<file path="config.mk">
export PLATFORM = sky130hd
export DESIGN_NAME = rwc_fifo
export DESIGN_NICKNAME = d
export VERILOG_FILES = /design/src/sv/rwc_pkg.sv /design/src/sv/rwc_fifo.sv
export SDC_FILE = /design/constraint.sdc
export NUM_CORES = 2
export LEC_CHECK = 0
export ABC_CLOCK_PERIOD_IN_PS = 38200
export BUFFER_PORTS_ARGS = -buffer_cell sky130_fd_sc_hd__buf_4
export CAP_MARGIN = 20
export CELL_PAD_IN_SITES_DETAIL_PLACEMENT = 1
export CELL_PAD_IN_SITES_GLOBAL_PLACEMENT = 1
export CORE_AREA = 4 4 473 475
export CTS_CLUSTER_DIAMETER = 40
export DETAILED_ROUTE_END_ITERATION = 10
export DIE_AREA = 0 0 477 479
export HOLD_SLACK_MARGIN = 0.06
export PLACE_DENSITY_LB_ADDON = 0.1
export RECOVER_POWER = 50
export REMOVE_ABC_BUFFERS = 1
export SETUP_SLACK_MARGIN = 0.15
export SLEW_MARGIN = 20
export SYNTH_ARGS = -nofsm -noshare
export SYNTH_HDL_FRONTEND = slang
export SYNTH_SLANG_ARGS = --single-unit
</file>
<file path="constraint.sdc">
create_clock -name clock -period 38.2 [get_ports clock]
set_clock_uncertainty 0.2 [all_clocks]
set_input_delay 7.64 -clock clock [delete_from_list [all_inputs] [get_ports clock]]
set_output_delay 7.64 -clock clock [all_outputs]
set_load 0.01 [all_outputs]
</file>
<file path="src/sv/rwc_pkg.sv">
// Shared constants, types and register codes for the RGB window convolution block.
// Used by every module of the block; depends on nothing.
package rwc_pkg;
   localparam int MaxWidth     = 4096;
   localparam int MaxHeight    = 4096;
   localparam int MaxKernel    = 5;
   localparam int Channels     = 3;
   localparam int CoefFracBits = 8;
   localparam int DimW         = 13;
   localparam int ColW         = $clog2(MaxWidth);
   localparam int CountW       = 26;
   localparam int PixW         = 24;
   localparam int LbW          = (MaxKernel - 1) * PixW;
   localparam int NumCoef      = MaxKernel * MaxKernel;
   localparam int CoefIdxW     = $clog2(NumCoef);
   localparam int NumBanks     = 6;
   localparam int OutW         = 20;
   localparam int OutMax       = (1 << OutW) - 1;
   localparam int ProdW        = 24;
   localparam int RowSumW      = ProdW + 3;
   localparam int SumW         = RowSumW + 3;
   localparam int QueueDepth   = 4;
   localparam int QueuePtrW    = $clog2(QueueDepth);
   localparam int QueueCntW    = QueuePtrW + 1;
   localparam int GeomW        = 33;
   localparam logic [GeomW-1:0] GeomReset = 33'd1812463680;

   typedef enum logic [2:0] {
      CSR_COEF0, CSR_COEF1, CSR_COEF2, CSR_COEF3,
      CSR_COEF4, CSR_COEF5, CSR_COEF6, CSR_GEOM
   } csr_index_type;

   typedef logic [PixW-1:0] pix_type;
   typedef pix_type [MaxKernel-1:0][MaxKernel-1:0] win_type;
   typedef logic signed [15:0] coef_type;
   typedef coef_type [MaxKernel-1:0][MaxKernel-1:0] coef_win_type;

   typedef struct packed {
      logic [DimW-1:0]   width;
      logic [DimW-1:0]   height;
      logic [2:0]        kw;
      logic [2:0]        kh;
      logic              pad;
      logic [2:0]        lr;
      logic [2:0]        lc;
      logic [CountW-1:0] lat;
      logic [CountW-1:0] total;
   } geom_type;

   typedef struct packed {
      logic hold;
      logic restart;
   } front_ctrl_type;

   typedef struct packed {
      win_type win;
      logic    last;
   } qent_type;
endpackage

</file>
<file path="src/sv/rwc_fifo.sv">
// Short queue of masked windows between front end and arithmetic back end.
// Depends on rwc_pkg.
module rwc_fifo (
   input  logic                            clock,
   input  logic                            reset,
   input  logic                            push,
   input  rwc_pkg::qent_type               push_data,
   input  logic                            pop,
   output rwc_pkg::qent_type               head,
   output logic                            empty,
   output logic [rwc_pkg::QueueCntW-1:0]   level
);
   import rwc_pkg::*;

   qent_type               mem_ff [QueueDepth];
   logic [QueuePtrW-1:0]   wr_ptr_ff, rd_ptr_ff;
   logic [QueueCntW-1:0]   level_ff;

   assign head  = mem_ff[rd_ptr_ff];
   assign empty = (level_ff == '0);
   assign level = level_ff;

   always_ff @(posedge clock) begin
      if (reset) begin
         wr_ptr_ff <= '0;
         rd_ptr_ff <= '0;
         level_ff  <= '0;
      end else begin
         if (push) begin
            wr_ptr_ff <= wr_ptr_ff + 1'b1;
         end
         if (pop) begin
            rd_ptr_ff <= rd_ptr_ff + 1'b1;
         end
         level_ff <= level_ff + QueueCntW'(push) - QueueCntW'(pop);
      end
   end

   always_ff @(posedge clock) begin
      if (push) begin
         mem_ff[wr_ptr_ff] <= push_data;
      end
   end
endmodule

</file>
Word level (Yosys, flattened, before mapping)
Memories as Yosys holds them, arrays and structs flattened. A register that Yosys moved wholly into a read port is not among the register bits.
Index checks and enable logic that the tools add are counted.

word-level totals
  input port bits = 605
  register bits = 7
  memory bits (writable) = 2404
  logic and storage cells = 13
  output and inout port bits = 605
  memories = 1

memory list
  memory  depth  bits a word  read ports  clocked after Yosys merged registers in  wr ports  RTL line        RTL
  mem_ff  4      601          1           1                                        1         rwc_fifo.sv:15  qent_type mem_ff [QueueDepth];

cells by class
  mux-type cells = 4
  add/sub/neg operators = 4
  reductions and logical operators = 1

operator list
  operator                                      number
  adder 2 x 1 -> 2 bit (second input constant)  2
  two-way mux 2 bit                             2
  adder 3 x 1 -> 3 bit                          1
  logical NOT 3 bit                             1
  subtractor 3 x 1 -> 3 bit                     1
  two-way mux 1 bit                             2

Logic depth before layout (Yosys ltp)
  word-level depth = 3
  depth in mapped cells = 7
  mapped depth without buffers = 7

Least setup slack after synthesis
OpenSTA, ideal clock, no wires.

  path kind = input to register
  start = input port push
  end = memory mem_ff[0][0] (netlist name), enable pin
  arrival = 21.115 ns
  library setup time = 1.043 ns
  stages on the path = 1
  slack = 15.842 ns
  required time = 36.957 ns
  buffers on the path = 0
  path through = and2_1

between the ends
  longest elaborated chain between the ends = 2

RTL lines
  item                                     RTL line        RTL
  start: declaration                       rwc_fifo.sv:6   input logic push,
  two-way mux 1 bit                        rwc_fifo.sv:40  if (push) begin
  two-way mux 1 bit (implied by the code)  rwc_fifo.sv:41  mem_ff[wr_ptr_ff] <= push_data;
  end: declaration                         rwc_fifo.sv:15

Every way passes these cells.

Final worst setup path
  start = input port push
  end = memory mem_ff[2][474] (netlist name), enable pin

The elaborated chain is that of the path after synthesis.

==> summary.md <==
| Metric | Value |
|---|---|
| HPWL after detailed placement | 163000 um |
| CP Max Fanout | 144 |
| Via count | 41369 |
| Die Y | 479 um |
| Total wire length | 245000 um |
| I/O pin count | 1210 |
| CTS Hold Bufs | 0 |
| EDFF count, synth | 2404 |
| Area Overhead vs Synth | 25.6% |
| Core ar. | 0.219 mm2 |
| DP Area | 0.0994 mm2 |
| Most frequent cells in the layout | edfxtp_1 (2404), buf_4 (650), clkbuf_1 (644), mux4_2 (601), clkbuf_16 (397) |
| CTS sink cnt | 2413 |
| Worst r2r path cells | 5 |
| Worst path required time | 38.48 ns |
| Crit path arrival time | 19.11 ns |
| Crit. End Element | register |
| Hold/Removal Path Class | reg2reg |
| Status | complete, but fails checks |
| Crit path to | mem_ff[2][474] |
| Seq/Total Area, Yosys | 0.824 |
| Die area | 0.228 mm2 |
| First-pass GRT wire length | 346000 um |
| Starting Density | 0.400 |
| GRT Util Overall | 0.212 |
| Failing checks | capacitance limit, slew limit |
| Slew @ Worst Pin | 9.53 ns |
| CTS resizes | 0 |
| Worst r2r src | wr_ptr_ff[0] |
| Dpl cells | 7181 |
| Port Buffer Count | 1209 |
| Cell Area, Synth | 0.0878 mm2 |
| Horiz. Die Dim | 477 um |
| Layout net count | 5317 |
| Clock Latency Late Sink | 0.87 ns |
| CTS Buffer Depth | 4 |
| Total CTS buffers | 393 |
| GPL Wtd Cong | 0.785 |
| Final setup margin | 19.37 ns |
| Routed wire per std cell | 30.9 um |
| Final setup viols | 0 |
| Largest net degree at the start of global routing | 145 |
| CTS HTree Levels | 5 |
| Layout cells sized above 1 | 0.375 |
| Syn_area_per_cell | 27.6 um2 |
| Count of cell types in the netlist | 21 |
| Fin. Hold Viols | 0 |
| First DRT Iteration DRCs | 3156 |
| Crit Path Class | in2reg |
| Reg clk slew, reported paths | 0.05 ns |
| Fraction of registers with async set/reset | 0 |
| Vias per cell | 5.20 |
| Worst setup path start | push |
| Synth Register Bits | 2413 |
| CTS tree | built |
| R2R Path End | mem_ff[2][474] |
| Power per standard cell area | 65.3 mW/mm2 |
| DRC Markers | 0 |
| MaxCap Viol Count | 8 |
| Gr ovfl total | 0 |
| Design Power | 7.21 mW |
| Pre-CTS WS | 25.22 ns |
| Setup Fix Bufs, Post-CTS | 0 |
| Post-Route Setup TNS | 0 ns |
| RSZ-0062 raised after global routing | false |
| DRT antenna net count | 0 |
| Final Core Density | 0.503 |
| Leakage Power | 35.8 nW |
| Initial antenna violation count | 173 |
| Fin area | 0.110 mm2 |
| Final period util | 0.493 |
| R2R setup slack | 26.05 ns |
| Critical Path Start Type | primary input |
| Max Freq | 0.0531 GHz |
| Ys Warns | 0 |
| Main flop type after synthesis | edfxtp_1 |
| Final Max Tran Viols | 546 |
| Commonest non-fill, non-tap cell in the layout | edfxtp_1 |
| Cells after synthesis | 3180 |
| Non-Filler Instances | 7950 |
| Site row count | 172 |
| Root buf cell | clkbuf_16 |
| Vias in the first global route | 44906 |
| Crit path time final | 18.83 ns |
| Rel. slew slack | -5.35 |
| Minimum hold slack | 0.350 ns |
| Worst vdd ir | 46.3 uV |
| 1st-pass router iterations | 5 |
## power breakdown
part           internal (mW)  switching, mW  total [mW]  leakage [nW]
clock                   2.25           1.24        3.49          6.32
combinational          0.274          0.361       0.636          7.33
sequential              3.06         0.0295        3.08          22.2
## per-layer routing
metal | routed length [um] | GRT usage
met4 | 8280 | 0.0745
met1 | 90900 | 0.254
met3 | 26300 | 0.0994
met5 | 705 | 0
met2 | 119000 | 0.339
## sequential cells by signal, indices dropped and copies added (netlist names), named ones only
name and cells:
level 3, mem_ff 2404, rd_ptr_ff 2, wr_ptr_ff 2
## cells by family after synthesis
| kind of cell | after synthesis | synth area share |
|---|---|---|
| adders and majority gates | 7 | 0.00108 |
| xor gates and xnor gates | 3 | 0.000470 |
| buffers and inverters | 140 | 0.0190 |
| and+or+nand+nor | 13 | 0.000784 |
| muxes | 602 | 0.154 |
| AOI/OAI and AO/OA | 2 | 0.000171 |
| DFF | 2413 | 0.824 |
## synth_stat cells, drive strengths merged, types with 2 or more instances
master / count / share of area
xnor2: 2 / 0.00020
mux4: 601 / 0.15
and2: 4 / 0.00028
ha: 6 / 0.00085
nor2b: 2 / 0.00014
edfxtp: 2404 / 0.82
dfxtp: 9 / 0.0021
nor2: 5 / 0.00021
clkbuf: 7 / 0.00030
buf: 127 / 0.018
inv: 6 / 0.00026
## area by class of cell
type	count	area, um2
clock inverters	268	3020
multi-input cells	627	13800
well taps	2871	3590
clock buffers	435	10100
diodes	66	165
repair buffers	1264	7300
inverters	6	22.5
fillers	19349	109000
flip-flops and latches	2413	72400
## how the worst min path moves through the flow
| stage | depth (start not counted) | to | start |
|---|---|---|---|
| after detailed placement | 2 | register | rd_ptr_ff[0] |
| after global routing | 2 | register | rd_ptr_ff[0] |
| final | 2 | register | rd_ptr_ff[1] |
| after global placement | 2 | register | rd_ptr_ff[1] |
| after CTS | 2 | register | rd_ptr_ff[1] |
| after floorplan | 2 | register | rd_ptr_ff[1] |
## worst max-delay path, cell delays in order
cell	delay [ns]
clkbuf_1	0.41
and2_0	2.68
clkbuf_1	6.85
buf_4	1.37
Power figures use the tool's default switching activity.
